### config.mk
export PLATFORM = sky130hd
export DESIGN_NAME = cp_mag_pipe
export DESIGN_NICKNAME = d
export VERILOG_FILES = /design/src/rtl/cp_pkg.sv /design/src/rtl/cp_mag_pipe.sv
export SDC_FILE = /design/constraint.sdc
export NUM_CORES = 2
export LEC_CHECK = 0
export BUFFER_PORTS_ARGS = -buffer_cell sky130_fd_sc_hd__buf_2
export CORE_MARGIN = 2
export CORE_UTILIZATION = 25
export CTS_CLUSTER_SIZE = 12
export DETAILED_ROUTE_END_ITERATION = 16
export GPL_TIMING_DRIVEN = 0
export HOLD_SLACK_MARGIN = 0.08
export SYNTH_ARGS = -nofsm -noshare
export SYNTH_HDL_FRONTEND = slang
export SYNTH_SLANG_ARGS = --single-unit
export TNS_END_PERCENT = 10
### constraint.sdc
create_clock -name clk -period 6.48 [get_ports clk]
set_clock_uncertainty 0.05 [all_clocks]
set_input_delay 0.648 -clock clk [delete_from_list [all_inputs] [get_ports clk]]
set_output_delay 0.648 -clock clk [all_outputs]
set_load 0.03 [all_outputs]
### src/rtl/cp_pkg.sv
// Shared constants, types and the arctangent step table for cartesian_to_polar.
package cp_pkg;

  localparam int DATA_W   = 16;              // input and output field width
  localparam int WORD_W   = 2 * DATA_W;      // tdata width on both sides
  localparam int ITERS    = 20;              // CORDIC iterations
  localparam int PRESHIFT = 14;              // CORDIC input left shift
  localparam int XY_W     = 32;              // CORDIC x/y datapath
  localparam int Z_W      = 24;              // angle accumulator, 2^-24 turn units
  localparam int ROOT_W   = 16;              // square root result bits
  localparam int REM_W    = ROOT_W + 1;      // partial remainder, <= 2*root
  localparam int SQ_W     = 2 * DATA_W;      // re^2 + im^2

  // squares, sum, one stage per root bit, round
  localparam int MAG_CORE_LAT = 2 + ROOT_W + 1;
  // prerotation, one stage per iteration, round
  localparam int PIPE_LAT     = 1 + ITERS + 1;
  localparam int MAG_PAD      = PIPE_LAT - MAG_CORE_LAT;

  localparam int OUT_DEPTH = 32;             // output buffer words

  localparam logic [Z_W-1:0] Z_HALF = Z_W'(1) << (Z_W - 1);
  localparam logic [Z_W-1:0] Z_RND  = Z_W'(1) << (Z_W - DATA_W - 1);

  typedef logic [WORD_W-1:0] word_t;

  // Quarter-turn code; phase on an axis is code * 2^14.
  typedef enum logic [1:0] {
    AX_POS_RE = 2'b00,
    AX_POS_IM = 2'b01,
    AX_NEG_RE = 2'b10,
    AX_NEG_IM = 2'b11
  } axis_t;

  typedef struct packed {
    logic  on_axis;
    axis_t axis;
  } axis_tag_t;

  // round(atan(2^-i) / (2*pi) * 2^24)
  function automatic logic [Z_W-1:0] atan_step(input int i);
    logic [Z_W-1:0] a;
    case (i)
      0:  a = Z_W'(2097152);
      1:  a = Z_W'(1238021);
      2:  a = Z_W'(654136);
      3:  a = Z_W'(332050);
      4:  a = Z_W'(166669);
      5:  a = Z_W'(83416);
      6:  a = Z_W'(41718);
      7:  a = Z_W'(20860);
      8:  a = Z_W'(10430);
      9:  a = Z_W'(5215);
      10: a = Z_W'(2608);
      11: a = Z_W'(1304);
      12: a = Z_W'(652);
      13: a = Z_W'(326);
      14: a = Z_W'(163);
      15: a = Z_W'(81);
      16: a = Z_W'(41);
      17: a = Z_W'(20);
      18: a = Z_W'(10);
      19: a = Z_W'(5);
      default: a = '0;
    endcase
    return a;
  endfunction

endpackage

### src/rtl/cp_mag_pipe.sv
// Magnitude pipeline: squares, sum, bit-per-stage square root, rounding.
module cp_mag_pipe (
  input  logic                             clk,
  input  logic signed [cp_pkg::DATA_W-1:0] re_part,
  input  logic signed [cp_pkg::DATA_W-1:0] im_part,
  output logic        [cp_pkg::DATA_W-1:0] mag
);
  import cp_pkg::*;

  logic signed [SQ_W-1:0] p_re;
  logic signed [SQ_W-1:0] p_im;
  logic [SQ_W-1:0]   sq_re;
  logic [SQ_W-1:0]   sq_im;
  logic [SQ_W-1:0]   s_st [0:ROOT_W];
  logic [REM_W-1:0]  rem  [0:ROOT_W];
  logic [ROOT_W-1:0] root [0:ROOT_W];
  logic [ROOT_W-1:0] mag_core;
  logic [ROOT_W-1:0] pad  [0:MAG_PAD];

  assign p_re = re_part * re_part;
  assign p_im = im_part * im_part;

  always_ff @(posedge clk) begin
    sq_re   <= unsigned'(p_re);
    sq_im   <= unsigned'(p_im);
    s_st[0] <= sq_re + sq_im;   // at most 2^31, no carry out
    rem[0]  <= '0;
    root[0] <= '0;
  end

  // one root bit per stage, most significant first
  for (genvar j = 0; j < ROOT_W; j++) begin : g_step
    localparam int K = ROOT_W - 1 - j;
    logic [REM_W+1:0] rem_new;
    logic [REM_W+1:0] trial;
    logic             ge;

    assign rem_new = {rem[j], s_st[j][2*K+1 -: 2]};
    assign trial   = {1'b0, root[j], 2'b01};
    assign ge      = rem_new >= trial;

    always_ff @(posedge clk) begin
      s_st[j+1] <= s_st[j];
      rem[j+1]  <= ge ? REM_W'(rem_new - trial) : REM_W'(rem_new);
      root[j+1] <= {root[j][ROOT_W-2:0], ge};
    end
  end

  // remainder is s - r^2, so s > r^2 + r exactly when rem > r
  always_ff @(posedge clk) begin
    mag_core <= root[ROOT_W] + ROOT_W'(rem[ROOT_W] > {1'b0, root[ROOT_W]});
  end

  // align with the phase pipeline
  assign pad[0] = mag_core;
  for (genvar p = 0; p < MAG_PAD; p++) begin : g_pad
    always_ff @(posedge clk) begin
      pad[p+1] <= pad[p];
    end
  end

  assign mag = pad[MAG_PAD];

endmodule

* Yosys cells after proc, flatten, opt, wreduce, memory -nomap -nowiden
Memory sizes are Yosys's and may differ from the RTL's.
Cells that the tools add are included.
** Storage, ports and cells
- Flip-flop bits (word level) :: 128
- Bits in latches :: 0
- Memory bits (writable) :: 1105
- Memory bits (read-only) :: 0
- Memories kept :: 3
** Operators by class
- Add/subtract/negate cells :: 18
- Multipliers :: 2
- Div/mod/pow operators :: 0
- Order comparisons :: 17
- Equality and inequality tests :: 0
- Shifts and indexed selects :: 0
- Muxes and demuxes :: 16
- Bitwise logic cells :: 0
- Reductions and logical operators :: 0
** Memories
- s_st :: depth 17, bits a word 32, rd ports 16, clocked after memory_dff 0, write ports 17, RTL line cp_mag_pipe.sv:14 : logic [SQ_W-1:0] s_st [0:ROOT_W];
- rem :: depth 17, bits a word 17, rd ports 17, clocked after memory_dff 0, write ports 17, RTL line cp_mag_pipe.sv:15 : logic [REM_W-1:0] rem [0:ROOT_W];
- root :: depth 17, bits a word 16, rd ports 17, clocked after memory_dff 0, write ports 17, RTL line cp_mag_pipe.sv:16 : logic [ROOT_W-1:0] root [0:ROOT_W];
** Operators with widths (number)
- greater-or-equal comparator 19 x 18 -> 1 bit :: 16
- 2-to-1 mux 17 bit :: 16
- subtractor 17 bit :: 16
- multiplier 16 x 16 -> 32 bit :: 2
- adder 32 bit :: 1
- > comparator 17 x 16 -> 1 bit :: 1
- adder 16 x 1 -> 16 bit :: 1

* Depth between registers and ports, before layout
An unclocked memory read counts as a cell.
- Depth in word-level cells :: 3
- Gate-level depth with buffers :: 25

* Worst setup path after synthesis
Ideal clock, no wire load.
- Path kind :: input to register
- Start point :: input port im_part[5] (netlist name)
- End point :: register sq_im[30]
- Arrival time :: 6677 ps
- Slack :: -319 ps
- Stages on the path :: 21
- Path buffers :: 2
- Path through :: clkbuf_1 > clkbuf_1 > nand2_1 > fa_1 > inv_1 > fa_1 > fa_1 > fa_1 > fa_1 > inv_1 > fa_1 > inv_1 > ha_1 > a21o_1 > a21o_1 > a21oi_1 > a21oi_1 > a2111o_1 > a21o_1 > a21oi_1 > xnor2_1
** Between the ends
- Word-level cells in the longest chain between the ends :: 1
** RTL lines
- start, declared :: RTL line cp_mag_pipe.sv:5 : input logic signed [cp_pkg::DATA_W-1:0] im_part,
- multiplier 16 x 16 -> 32 bit :: RTL line cp_mag_pipe.sv:21 : assign p_im = im_part * im_part;
- via p_im[30] :: RTL line cp_mag_pipe.sv:11 : logic signed [SQ_W-1:0] p_im;
- end signal, assigned :: RTL line cp_mag_pipe.sv:25 : sq_im <= unsigned'(p_im);
- end, declared :: RTL line cp_mag_pipe.sv:13 : logic [SQ_W-1:0] sq_im;
The timed path passes the listed nets, and every way through them passes these cells.

* Worst setup path after layout
- Start point :: input port im_part[1] (netlist name)
- End point :: register sq_im[30]
Same word-level chain as after synthesis.

==> flow_metrics.tcl <==
set metrics [dict create \
    drt.antenna.violating_nets 0 \
    fmaxAchievable_mhz 157.4 \
    drv_cap 0 \
    cp-start-kind "input port" \
    dieArea_um2 185200 \
    drv_slew 0 \
    criticalPathCategory "in2reg" \
    worstPathCellList "buf_2 > buf_2 > nand2_1 > fa_1 > fa_1 > fa_1 > inv_1 > fa_1 > fa_1 > inv_1 > fa_1 > inv_1 > ha_1 > a21oi_1 > o21ai_0 > o2111ai_2 > a21oi_2 > a2111o_1 > a21o_1 > a21oi_1 > xnor2_1" \
    antenna_found_initial 8 \
    crit-reg2reg-launch "root[15][0]$_DFF_P_" \
    fillers 18870 \
    crit_end "sq_im[30]$_DFF_P_" \
    cp.arrival_ns 6.87 \
    synthArstFlopShare_pct 0 \
    cts_tree "built" \
    status "finished clean" \
    ys_seq_area_share_pct 34.71 \
    final_common_cell "inv_1" \
    num_rows 156 \
    route.vias.total 29440 \
    setup.worst_path.start "im_part[1]" \
    grt_pass1_vias 31420 \
    cts-root-buf "clkbuf_16" \
    synth_seq_cells 788 \
    hold_slack_ns 0.1495 \
    numCtsBuffers 78 \
    fin_nets 5587 \
    reg2reg_slack_ns 3.18 \
    gr-total-overflow 0 \
    hp-class "in2reg" \
    rsz0062_at_grt "yes" \
    synth.avg_cell_area_um2 9.950 \
    synth_nets 5455 \
    finalWeightedCongestion 0.8742 \
    core_area_um2 180700 \
    period_minus_slack_ns 6.351 \
    postLayoutCoreUtil_pct 28.30 \
    dpl_cell_area_um2 48650 \
    n_antenna_cell 0 \
    synth_area_um2 45440 \
    grt_usage_pct 9.773 \
    chipWidth_um 430.3 \
    crit_buf_inv 5 \
    cts_max_level 3 \
    endpoint_kind "flop" \
    cp_num_cells 21 \
    boundaryPins 49 \
    cpMostUsedCell "fa_1" \
    synth_cell_types 83 \
    post-dp-hpwl_mm 72.09 \
    cp.required_ns 7.00 \
    mostFrequentLayoutCells "inv_1 (877), dfxtp_1 (788), fa_1 (463)" \
    min_from "im_part[0]" \
    seqCellArea_um2 15780 \
    viasPerCell 4.150 \
    grt_pass1_wl_mm 149.7 \
    cp_max_fo 11 \
    drt_iter0_markers 1355 \
    synth_flop_cell "dfxtp_1" \
    area_delta_synth_final_pct 12.55 \
    worst_pin_slew_ns 0.7447 \
    drc 0 \
    wire_per_inst_um 12.44 \
    crit_path_top_delay_cell "fa_1" \
    chipHeight_um 430.3 \
    multiInputGateArea_um2 26010 \
    critPathMaxStageDelay_ns 0.59 \
    netlist_instances 4567 \
    path_clk_slew_ns 0.06 \
    clock_latency_ns 0.65 \
    wl_mm 88.24 \
    io_buffer_count 46 \
    cts_buffer_depth 3 \
    grt_max_degree 18 \
    finalHoldViolCount 0 \
    rr_worst_depth 11 \
    reg2reg_to "rem[16][16]$_DFF_P_" \
    start_util_pct 25.14 \
    critPathTopFamily "adder cells" \
    drive_gt1_share_pct 6.964 \
    max-slew-margin-rel_pct 49.90 \
    clkSinkCount 788 \
    fin_crit_sh_pct 98.02 \
    stdcell_area_um2 51150 \
    drtPass1Iterations 5 \
    finalSetupViolations 0 \
    yosysWarnings 0 \
    synth_edf_count 0 \
]
==> metrics by stage <==
step                setup slack (ns)  setup TNS (ns)  instances
global placement              -1.225          -20.93       6983
global route                -0.04692        -0.07188       7094
floorplan                  -0.005592       -0.005592       4567
CTS                          0.01137               0       7081
finish                        0.1285               0       7094
detailed placement            -1.255          -22.05       6983
==> worst min-delay path by stage <==
| stage | depth (start not counted) | slack [ns] | endpoint |
|---|---|---|---|
| after floorplan | 0 | 0.26 | mag[0]$_DFF_P_ |
| final | 1 | 0.15 | sq_im[0]$_DFF_P_ |
| after CTS | 1 | 0.11 | sq_im[0]$_DFF_P_ |
| after global placement | 0 | 0.26 | s_st[0][231]$_DFF_P_ |
| after global routing | 1 | 0.13 | sq_im[0]$_DFF_P_ |
| after detailed placement | 0 | 0.26 | pad[43]$_DFF_P_ |
==> sequential cells by signal, summed over array words and instances (netlist names) <==
register,count
pad,32
rem,254
s_st,272
mag,16
sq_re,31
mag_core,16
sq_im,31
root,136
==> final cells by class <==
class                           count  area share [%]
Multi-Input combinational cell   2804           50.85
Sequential cell                   788           30.84
Clock buffer                       92           3.980
Tap cell                         2370           5.798
Clock inverter                     13          0.3645
Timing Repair Buffer               60          0.6850
Buffer                             80          0.9320
Inverter                          887           6.551
==> metal layers <==
metal  vias up  global-route usage [%]  routed length (um)
met4         0                   3.871                3342
met5         -                       0                   0
li1      14690                       -                   -
met2       514                   17.28               43200
met1     14050                   11.70               37930
met3       187                   1.716                3767
==> worst reg2reg max path, stage by stage, from the launching register on <==
cell and delay [ns]:
dfxtp_1 0.36, inv_1 0.07, ha_1 0.33, o21a_1 0.14, o21a_1 0.20, o21bai_1 0.24
nand3_1 0.16, a31oi_1 0.28, o21ai_1 0.15, a31oi_1 0.56, clkbuf_1 0.41, o21ai_0 0.20
==> repair_timing <==
action | in CTS | in global routing
pin swaps | 0 | 7
setup endpoints to repair | 12 | 11
setup buffers | 0 | 13
hold buffers | 1 | 0
hold endpoints to repair | 1 | 0
gates resized for setup | 29 | 75
==> cell families (layout without fill, tap and decap cells) <==
family          count (synthesis)  in the layout  synth area share, %
buf+inv                       975           1132                8.260
compound gates                604            604                8.458
other cells                     1              1             0.008252
xor+xnor                      300            300                5.782
simple gates                 1010           1010                10.71
fa+ha+maj                     855            855                31.24
mux                            34             34               0.8233
flops                         788            788                34.71
==> synth_stat cells, types with 25 or more instances <==
master / n / area (um2)
nand2b_1: 40 / 250.2
nand3_1: 45 / 225.2
nor2_1: 279 / 1047
fa_1: 466 / 9329
o21ai_0: 130 / 650.6
mux2_2: 25 / 281.5
xnor2_1: 203 / 1778
nor3_1: 81 / 405.4
nor2b_1: 39 / 244.0
a21o_1: 70 / 525.5
ha_1: 389 / 4867
xor2_1: 97 / 849.6
and2_1: 76 / 475.5
nor4_1: 29 / 181.4
nand2_1: 279 / 1047
dfxtp_1: 788 / 15780
inv_1: 883 / 3314
a21oi_1: 185 / 925.9
clkbuf_1: 50 / 187.7
o21a_1: 61 / 457.9
nand4_1: 31 / 193.9
Power is left out: the tool's default activity adds up to more than one toggle a clock period on the data nets, which glitch-free logic cannot reach.
