===== src/rtl/cp_pkg.sv =====
// Shared constants, types and the arctangent step table for cartesian_to_polar.
package cp_pkg;

  localparam int DATA_W   = 16;              // input and output field width
  localparam int WORD_W   = 2 * DATA_W;      // tdata width on both sides
  localparam int ITERS    = 20;              // CORDIC iterations
  localparam int PRESHIFT = 14;              // CORDIC input left shift
  localparam int XY_W     = 32;              // CORDIC x/y datapath
  localparam int Z_W      = 24;              // angle accumulator, 2^-24 turn units
  localparam int ROOT_W   = 16;              // square root result bits
  localparam int REM_W    = ROOT_W + 1;      // partial remainder, <= 2*root
  localparam int SQ_W     = 2 * DATA_W;      // re^2 + im^2

  // squares, sum, one stage per root bit, round
  localparam int MAG_CORE_LAT = 2 + ROOT_W + 1;
  // prerotation, one stage per iteration, round
  localparam int PIPE_LAT     = 1 + ITERS + 1;
  localparam int MAG_PAD      = PIPE_LAT - MAG_CORE_LAT;

  localparam int OUT_DEPTH = 32;             // output buffer words

  localparam logic [Z_W-1:0] Z_HALF = Z_W'(1) << (Z_W - 1);
  localparam logic [Z_W-1:0] Z_RND  = Z_W'(1) << (Z_W - DATA_W - 1);

  typedef logic [WORD_W-1:0] word_t;

  // Quarter-turn code; phase on an axis is code * 2^14.
  typedef enum logic [1:0] {
    AX_POS_RE = 2'b00,
    AX_POS_IM = 2'b01,
    AX_NEG_RE = 2'b10,
    AX_NEG_IM = 2'b11
  } axis_t;

  typedef struct packed {
    logic  on_axis;
    axis_t axis;
  } axis_tag_t;

  // round(atan(2^-i) / (2*pi) * 2^24)
  function automatic logic [Z_W-1:0] atan_step(input int i);
    logic [Z_W-1:0] a;
    case (i)
      0:  a = Z_W'(2097152);
      1:  a = Z_W'(1238021);
      2:  a = Z_W'(654136);
      3:  a = Z_W'(332050);
      4:  a = Z_W'(166669);
      5:  a = Z_W'(83416);
      6:  a = Z_W'(41718);
      7:  a = Z_W'(20860);
      8:  a = Z_W'(10430);
      9:  a = Z_W'(5215);
      10: a = Z_W'(2608);
      11: a = Z_W'(1304);
      12: a = Z_W'(652);
      13: a = Z_W'(326);
      14: a = Z_W'(163);
      15: a = Z_W'(81);
      16: a = Z_W'(41);
      17: a = Z_W'(20);
      18: a = Z_W'(10);
      19: a = Z_W'(5);
      default: a = '0;
    endcase
    return a;
  endfunction

endpackage


===== src/rtl/cp_out_fifo.sv =====
// Output word buffer between the free-running pipeline and the result port.
module cp_out_fifo #(
  parameter int DEPTH = cp_pkg::OUT_DEPTH
) (
  input  logic          clk,
  input  logic          rst,
  input  logic          push,
  input  cp_pkg::word_t push_data,
  input  logic          pop,
  output logic          valid,
  output cp_pkg::word_t data
);
  import cp_pkg::*;

  localparam int AW = (DEPTH > 1) ? $clog2(DEPTH) : 1;
  localparam int CW = $clog2(DEPTH + 1);

  word_t         mem [0:DEPTH-1];
  logic [AW-1:0] wr_ptr;
  logic [AW-1:0] rd_ptr;
  logic [CW-1:0] count;        // words in mem, output register not included
  logic [CW-1:0] count_next;
  logic          load;         // output register takes the next word
  logic          from_mem;
  logic          wr_en;

  function automatic logic [AW-1:0] ptr_inc(input logic [AW-1:0] p);
    return (p == AW'(DEPTH - 1)) ? '0 : p + AW'(1);
  endfunction

  assign load     = !valid || pop;
  assign from_mem = load && (count != '0);
  // an empty mem with a free output register passes the word straight through
  assign wr_en    = push && !(load && (count == '0));

  always_comb begin
    count_next = count;
    case ({wr_en, from_mem})
      2'b10:   count_next = count + CW'(1);
      2'b01:   count_next = count - CW'(1);
      default: count_next = count;
    endcase
  end

  always_ff @(posedge clk) begin
    if (wr_en) begin
      mem[wr_ptr] <= push_data;
    end
    if (from_mem) begin
      data <= mem[rd_ptr];
    end else if (load && push) begin
      data <= push_data;
    end
  end

  always_ff @(posedge clk) begin
    if (rst) begin
      wr_ptr <= '0;
      rd_ptr <= '0;
      count  <= '0;
      valid  <= 1'b0;
    end else begin
      if (wr_en) begin
        wr_ptr <= ptr_inc(wr_ptr);
      end
      if (from_mem) begin
        rd_ptr <= ptr_inc(rd_ptr);
      end
      count <= count_next;
      if (load) begin
        valid <= from_mem || push;
      end
    end
  end

endmodule


===== config.mk =====
export PLATFORM = sky130hd
export DESIGN_NAME = cp_out_fifo
export DESIGN_NICKNAME = d
export VERILOG_FILES = /design/src/rtl/cp_pkg.sv /design/src/rtl/cp_out_fifo.sv
export SDC_FILE = /design/constraint.sdc
export NUM_CORES = 1
export LEC_CHECK = 0
export ABC_AREA = 1
export BUFFER_PORTS_ARGS = -buffer_cell sky130_fd_sc_hd__buf_4
export CAP_MARGIN = 30
export CORE_AREA = 2 2 386 388
export DETAILED_ROUTE_END_ITERATION = 8
export DIE_AREA = 0 0 388 390
export PLACE_DENSITY_LB_ADDON = 0.3
export SETUP_SLACK_MARGIN = 0.3
export SLEW_MARGIN = 10
export SYNTH_ARGS = -nofsm -noshare
export SYNTH_HDL_FRONTEND = slang
export SYNTH_SLANG_ARGS = --single-unit

===== constraint.sdc =====
create_clock -name clk -period 3 [get_ports clk]
set_clock_uncertainty 0.15 [all_clocks]
set_input_delay 0.3 -clock clk [delete_from_list [all_inputs] [get_ports clk]]
set_output_delay 0.3 -clock clk [all_outputs]
set_load 0.02 [all_outputs]

# Yosys cells after proc, flatten, opt, wreduce, memory -nomap -nowiden
# Memory sizes are Yosys's and may differ from the RTL's. A register that Yosys moved wholly into a read port is not among the register bits.
# Cells that the tools add are included.
dict set report totals {
  memories 1
  elab_cells 35
  ramBits 1024
  register_bits 49
}
dict set report classes {
  eq_ne 4
  n_reduce_logical 12
  mux 9
  n_addsub 4
}
# name words word_bits rd rd_ports_with_merged_regs write_ports line
set memory_table {}
lappend memory_table {mem 32 32 1 1 1 cp_out_fifo.sv:18} ;# word_t mem [0:DEPTH-1];
# op n
set op_table {}
lappend op_table {{32-bit 2-to-1 mux} 2}
lappend op_table {{5-bit 2-to-1 mux} 4}
lappend op_table {{6-bit one-hot mux with 2 select lines} 1}
lappend op_table {{5-bit by 1-bit adder with 5-bit output (second input constant)} 2}
lappend op_table {{5-bit == test (second input constant)} 2}
lappend op_table {{6-bit by 1-bit adder with 6-bit output (second input constant)} 1}
lappend op_table {{6-bit zero test} 1}
lappend op_table {{6-bit nonzero test} 1}
lappend op_table {{6-bit by 1-bit subtractor with 6-bit output (second input constant)} 1}
lappend op_table {{1-bit logical AND} 4}
lappend op_table {{2-bit nonzero test} 2}
lappend op_table {{2-bit by 1-bit == test with 1-bit output (second input constant)} 1}
lappend op_table {{2-bit == test (second input constant)} 1}
lappend op_table {{1-bit zero test} 2}
lappend op_table {{1-bit logical OR} 2}
lappend op_table {{1-bit 2-to-1 mux} 2}

# Longest topological paths before layout
# Gate-level depths: netlist of the first run.
dict set report depth {
  ltp_word 7
  depth_mapped 20
}

# Least setup slack after synthesis of the first run
# Ideal clock, no wire load.
dict set report synth_path {
  kind {register to register}
  startpoint {register valid}
  endpoint {register data[0] (enable)}
  t_arrival_ns 2.766
  stages_incl_launch_ff 4
  path_slack_ns -0.381
  n_path_buf 0
  cell_sequence {dfxtp_1 inv_1 nor2_1 o21ai_0}
}
dict set report synth_via {
  elab_chain_cells 4
  word_cells_on_any_way 5
  cone_classes {reduce/logical (5)}
}
# item line
set synth_lines {}
lappend synth_lines {{start, declared} cp_out_fifo.sv:10} ;# output logic valid,
lappend synth_lines {{start signal, assigned} cp_out_fifo.sv:71} ;# valid <= from_mem || push;
lappend synth_lines {{1-bit zero test *} cp_out_fifo.sv:31} ;# assign load = !valid || pop;
lappend synth_lines {{1-bit logical OR *} cp_out_fifo.sv:31}
lappend synth_lines {{1-bit logical AND (on tied branches)} {cp_out_fifo.sv:32, cp_out_fifo.sv:51}}
lappend synth_lines {{2-bit nonzero test (no source line) *} --}
lappend synth_lines {{end signal, assigned} cp_out_fifo.sv:50} ;# data <= mem[rd_ptr];
lappend synth_lines {{end signal, assigned} cp_out_fifo.sv:52} ;# data <= push_data;
lappend synth_lines {{end, declared} cp_out_fifo.sv:11} ;# output cp_pkg::word_t data
# Every way passes the cells marked *; elsewhere a longest branch is shown, timed or not.
# A chain may end at the register's enable or synchronous reset.

==> flow_summary.toml, run 1 <==
[outcome]
outcome = "complete, no violations"

[cells_and_area]
drive_above_1_share = 0.102
final_util = 0.348
design_area_sq_um = 51200
syn_to_final_growth_pct = 16.8
fin_nets = 3865
finalNonFillerCells = 5840
nFillCells = 14504

[min_path]
hp-class = "in2reg"
holdPathStages = 6

[clock_tree]
cts_tree = "done"
numClockSinks = 1078
clock_latency_ns = 0.72
cts_root_buf = "clkbuf_16"
h-tree-depth = 3
cts_buffers = 109
cts_max_path_buffers = 3
clk_pin_slew_ns = 0.06

[logic_synthesis]
synth_top_area_frac = 0.724
synthCells = 3700
synth_nets = 3746
syn_avg_cell_area_sq_um = 11.8
ys_types = 27
synth_top_area_cell = "edfxtp_1"
synth_common_cells = "1379 x nand2_1, 1056 x edfxtp_1, 878 x nand3_1"
ys.flop_type = "edfxtp_1"
async_reset_ff_frac = 0
yosysWarningCount = 0
synth_area_leaders = "edfxtp_1 72%, nand2_1 12%, nand3_1 10%"
ys_seq_area_frac = 0.734
netlist_area_sq_um = 43800
synth_most_common_cell = "nand2_1"
synth_edf_count = 1056
synth-seq-cells = 1078

[detailed_routing]
first_pass_iters = 5
drc = 0
num_vias = 28623
drt_wl_total_mm = 131
drt_iter0_drc = 2993
ant_nets = 0
wl_per_cell_um = 22.4
avgViaCountPerCell = 4.90

[grt]
grt_usage = 0.170
grt.overflow.total = 0
grt_pass1_wl_mm = 190
first_global_vias = 27161
grt_antenna_before_repair = 8
grt_max_degree = 125

[pwr]
leakagePower_nw = 18.2
peakVddDrop_mv = 0.608
design_power_total_mw = 43.1
power_density_nw_per_um2 = 842

[timing]
worstMarginPinSlew_ns = 0.960
period_share = 0.875
setup_viol = 0
fin_crit_ns = 2.63
hold_ws_ns = 0.103
fmax_ghz = 0.381
rsz0062_at_grt = "yes"
finalHoldViolations = 0
slew_viol_final = 0
timing.slew.headroom = 0.360

[floorplanning]
pin_count = 69
dieArea_sq_um = 151000
core_sq_um = 147000
die_h_um = 390
start_util = 0.298
die_w_um = 388
std_cell_rows = 141

[setup_path]
slowest_stage = "dfxtp_4"
start_kind = "flop"
arrival_ns = 3.05
worstPathMaxFanout = 114
max_stage_delay_ns = 0.40
reg2reg_depth = 11
crit_type = "reg2reg"
crit_chain = "inv_16, buf_12, buf_4, nand2_1, nand3_1, nand3_1, nand2_1, nand2_1, nand3_1, nand3_1, nand2_1"
critPathRequiredTime_ns = 3.42
end_kind = "flop"

[place]
dpl.hpwl_mm = 69.3
gp_congestion = 0.760
io_buffers = 68
dp.cells = 5600
dpl_cell_area_sq_um = 47400

[flow_run]
maxCapViolCount = 0
[cells by family (layout without fill, tap and decap cells)]
family                   count (synthesis)  in the layout  synth area share
AND/OR/NAND/NOR                       2318           2318             0.224
flip-flops                            1078           1078             0.734
buffers and inverters                  261            470            0.0351
AO/OA/AOI/OAI                           27             27           0.00314
adder cells (fa/ha/maj)                 10             10           0.00285
XOR/XNOR                                 6              6           0.00120
other                                    0              1                 0
[worst max-delay path, delay by kind of cell (launching register included)]
kind                   cells  cell delay (ns)
DFF                        1             0.40
buffers and inverters      3             0.83
and+or+nand+nor            8             0.82
[cell usage in the layout (no fill, tap or decap), types with 3 or more instances in the layout]
cell type / instances
dlygate4sd3_1: 35
nand2_1: 1377
nor2_4: 32
edfxtp_1: 1056
bufinv_16: 8
o21ai_0: 12
xor2_1: 3
nand3_1: 878
buf_12: 61
dfxtp_1: 17
nor2_1: 21
clkinv_2: 20
inv_6: 5
ha_1: 9
buf_4: 140
clkbuf_1: 27
clkinv_1: 29
dfxtp_4: 4
inv_2: 4
a21oi_1: 13
inv_1: 24
clkbuf_16: 111
[state kept, by name, summed over array words and instances (netlist names), named ones only]
register	flops
wr_ptr	5
count	6
mem	1024
rd_ptr	5
valid	1
data	32
[path summary, 6_finish.rpt]
| path | from | end | slack [ns] |
|---|---|---|---|
| setup / recovery | flop | data[23]$_DFFE_PP_ | 0.37 |
| hold / removal | pop | wr_ptr[4]$_SDFFE_PP0P_ | 0.10 |
| setup reg to reg | flop | data[23]$_DFFE_PP_ | 0.37 |
| hold reg to reg | rd_ptr[4]$_SDFFE_PP0N_ | flop | 0.35 |
[where the power goes]
part / internal (mW) / switching [mW] / leakage, nW / total (mW)
logic: 3.59 / 8.47 / 6.78 / 12.1
clock network: 7.46 / 5.88 / 1.67 / 13.3
registers: 17.3 / 0.405 / 9.74 / 17.7
[layout make-up]
type / instances / area (sq um) / share of cell area
sequential: 1078 / 32200 / 0.628
multi-input combinational: 2361 / 10400 / 0.203
clock buffer: 138 / 2880 / 0.0562
timing repair buffer: 237 / 2630 / 0.0514
tap: 1930 / 2410 / 0.0472
clock inverter: 63 / 547 / 0.0107
inverter: 32 / 150 / 0.00293
antenna: 1 / 2.50 / 0.0000489
[metal layers]
metal,routed length (um),share of wire,global-route usage
met5,62,0.00047,0
met4,2500,0.019,0.0386
met3,9310,0.071,0.0320
met2,58100,0.44,0.256
met1,61000,0.47,0.254
[what timing repair did]
| action | CTS | global route |
|---|---|---|
| endpoints found under the setup margin | 0 | 21 |
| setup buffers | 0 | 3 |
| endpoints found under the hold margin | 1069 | 0 |
| hold buffers | 35 | 0 |
| gates resized for setup | 0 | 4 |
[stage by stage]
step	setup WS, ns	setup TNS, ns
2_1_floorplan	-0.100	-91.42
4_1_cts	0.359	0
3_5_place_dp	0.332	0
3_3_place_gp	0.286	0
5_1_grt	0.214	0
6_report	0.375	0
Note: power is estimated with default switching activity, not from simulation.
==> inputs of run 2 (changes only) <==
CELL_PAD_IN_SITES_DETAIL_PLACEMENT = 0   (was default)
CELL_PAD_IN_SITES_GLOBAL_PLACEMENT = 1   (was default)
==> flow_summary.toml, run 2 (same netlist as run 1, synthesis figures left out) <==
[setup_path]
end_kind = "flop"
r2r_end = "data[10]$_DFFE_PP_"
max_stage_delay_ns = 0.65
rrSetupSlack_ns = 0.50
crit_type = "reg2reg"
slowest_stage = "buf_4"
crit_chain = "nor2_1, nand4_1, nand2_2, buf_4, o21ai_4, buf_4"
arrival_ns = 2.68
reg2reg_depth = 6
worst_path_most_repeated_cell = "buf_4"
worstPathMaxFanout = 38
reg2reg_from = "count[2]$_SDFFE_PP0P_"
start_kind = "flop"
critPathRequiredTime_ns = 3.18

[outcome]
outcome = "complete, no violations"

[floorplanning]
die_h_um = 390
core_sq_um = 147000
pin_count = 69
start_util = 0.298
die_w_um = 388
std_cell_rows = 141
dieArea_sq_um = 151000

[grt]
first_global_vias = 27439
grt.overflow.total = 0
grt_max_degree = 144
grt_usage = 0.182
grt_antenna_before_repair = 14
grt_pass1_wl_mm = 200

[cells_and_area]
drive_above_1_share = 0.102
multi_input_area_sq_um = 10400
final_cell_mix = "1378 x nand2_1, 1056 x edfxtp_1, 878 x nand3_1"
fin_nets = 3861
syn_to_final_growth_pct = 16.5
nFillCells = 14567
top_register = "mem"
regArea_sq_um = 32200
reg.largest.list = "mem x1024, data x32, count x6"
final_common_cell = "nand2_1"
largest_reg_flops = 1024

[timing]
slew_viol_final = 0
rsz0062_at_grt = "no"
finalHoldViolations = 0
worstMarginPinSlew_ns = 0.861
period_share = 0.835
final.setup.tns_ns = 0
setup_viol = 0
fmax_ghz = 0.399
timing.slew.headroom = 0.426
fin_crit_ns = 2.50
worst_slack_ns = 0.496

[clock_tree]
postCtsSetupRepairBufs = 0
h-tree-depth = 3
cts_buffers = 113
cts_tree = "done"
clock_latency_ns = 0.72
numClockSinks = 1078
cts_root_buf = "clkbuf_16"
clk_pin_slew_ns = 0.06
cts_max_path_buffers = 3

[place]
gp_congestion = 0.745
io_buffers = 68
dp_slack_ns = 0.340
dpl.hpwl_mm = 70.7

[pwr]
power_density_nw_per_um2 = 842
peakVddDrop_mv = 0.715
leakagePower_nw = 18.1

[min_path]
hp-class = "in2reg"
holdPathStages = 5
hold_start = "push"
holdPathEnd = "wr_ptr[1]$_SDFFE_PP0P_"

[detailed_routing]
avgViaCountPerCell = 4.91
wl_per_cell_um = 23.8
drt_iter0_drc = 2822
first_pass_iters = 5
num_vias = 28665
drt_wl_total_mm = 139
ant_nets = 0
drc = 0

[flow_run]
maxCapViolCount = 0
run 2: metal layers:
metal	GRT usage	routed length (um)	part of all wire
met5	0	47	0.00034
met4	0.0449	3290	0.024
met3	0.0326	8360	0.060
met2	0.290	64200	0.46
met1	0.257	62900	0.45
run 2: worst max-delay path by stage:
stage,from,end,cells past startpoint
4_1_cts,count[2]$_SDFFE_PP0P_,count[4]$_SDFFE_PP0P_,15
2_1_floorplan,valid$_SDFFE_PP0P_,mem[11][0]$_DFFE_PP_,6
6_report,count[2]$_SDFFE_PP0P_,data[10]$_DFFE_PP_,6
3_5_place_dp,pop,count[4]$_SDFFE_PP0P_,15
3_3_place_gp,count[2]$_SDFFE_PP0P_,count[4]$_SDFFE_PP0P_,15
5_1_grt,count[2]$_SDFFE_PP0P_,count[4]$_SDFFE_PP0P_,15
run 2: power by group:
group | internal, mW | switching, mW
combinational | 3.55 | 8.30
sequential | 17.3 | 0.538
clock | 7.39 | 5.87
total | 28.3 | 14.7
run 2: metrics by stage:
step           cell area (sq um)  hold WS, ns  cells  total power [mW]   util
2_1_floorplan              43800        0.219   3700              25.7      -
3_3_place_gp               47300        0.347   5595              30.1  0.321
3_5_place_dp               47300        0.344   5595              30.1  0.321
4_1_cts                    51000       0.0172   5835              43.4  0.347
5_1_grt                    51000       0.0976   5835              45.2  0.347
6_report                   51000       0.0907   5838              43.0  0.347
run 2: final cells by class:
class                   count  share of cell area
clock buffers             143              0.0582
multi-input cells        2361               0.204
diodes                      3            0.000147
clock inverters            62             0.00868
flip-flops and latches   1078               0.630
inverters                  32             0.00294
repair buffers            229              0.0486
well taps                1930              0.0473
run 2: critical path: cells and delay by family (launching register included):
family / cells / cell delay (ns)
simple gates: 3 / 0.31
buf+inv: 2 / 1.04
compound gates: 1 / 0.13
flops: 1 / 0.44
run 2: timing repair:
action                                  4_1_cts  5_1_grt
hold buffers                                 35        0
resized for setup                             0        3
hold endpoints to repair                   1071        0
endpoints found under the setup margin        0        3
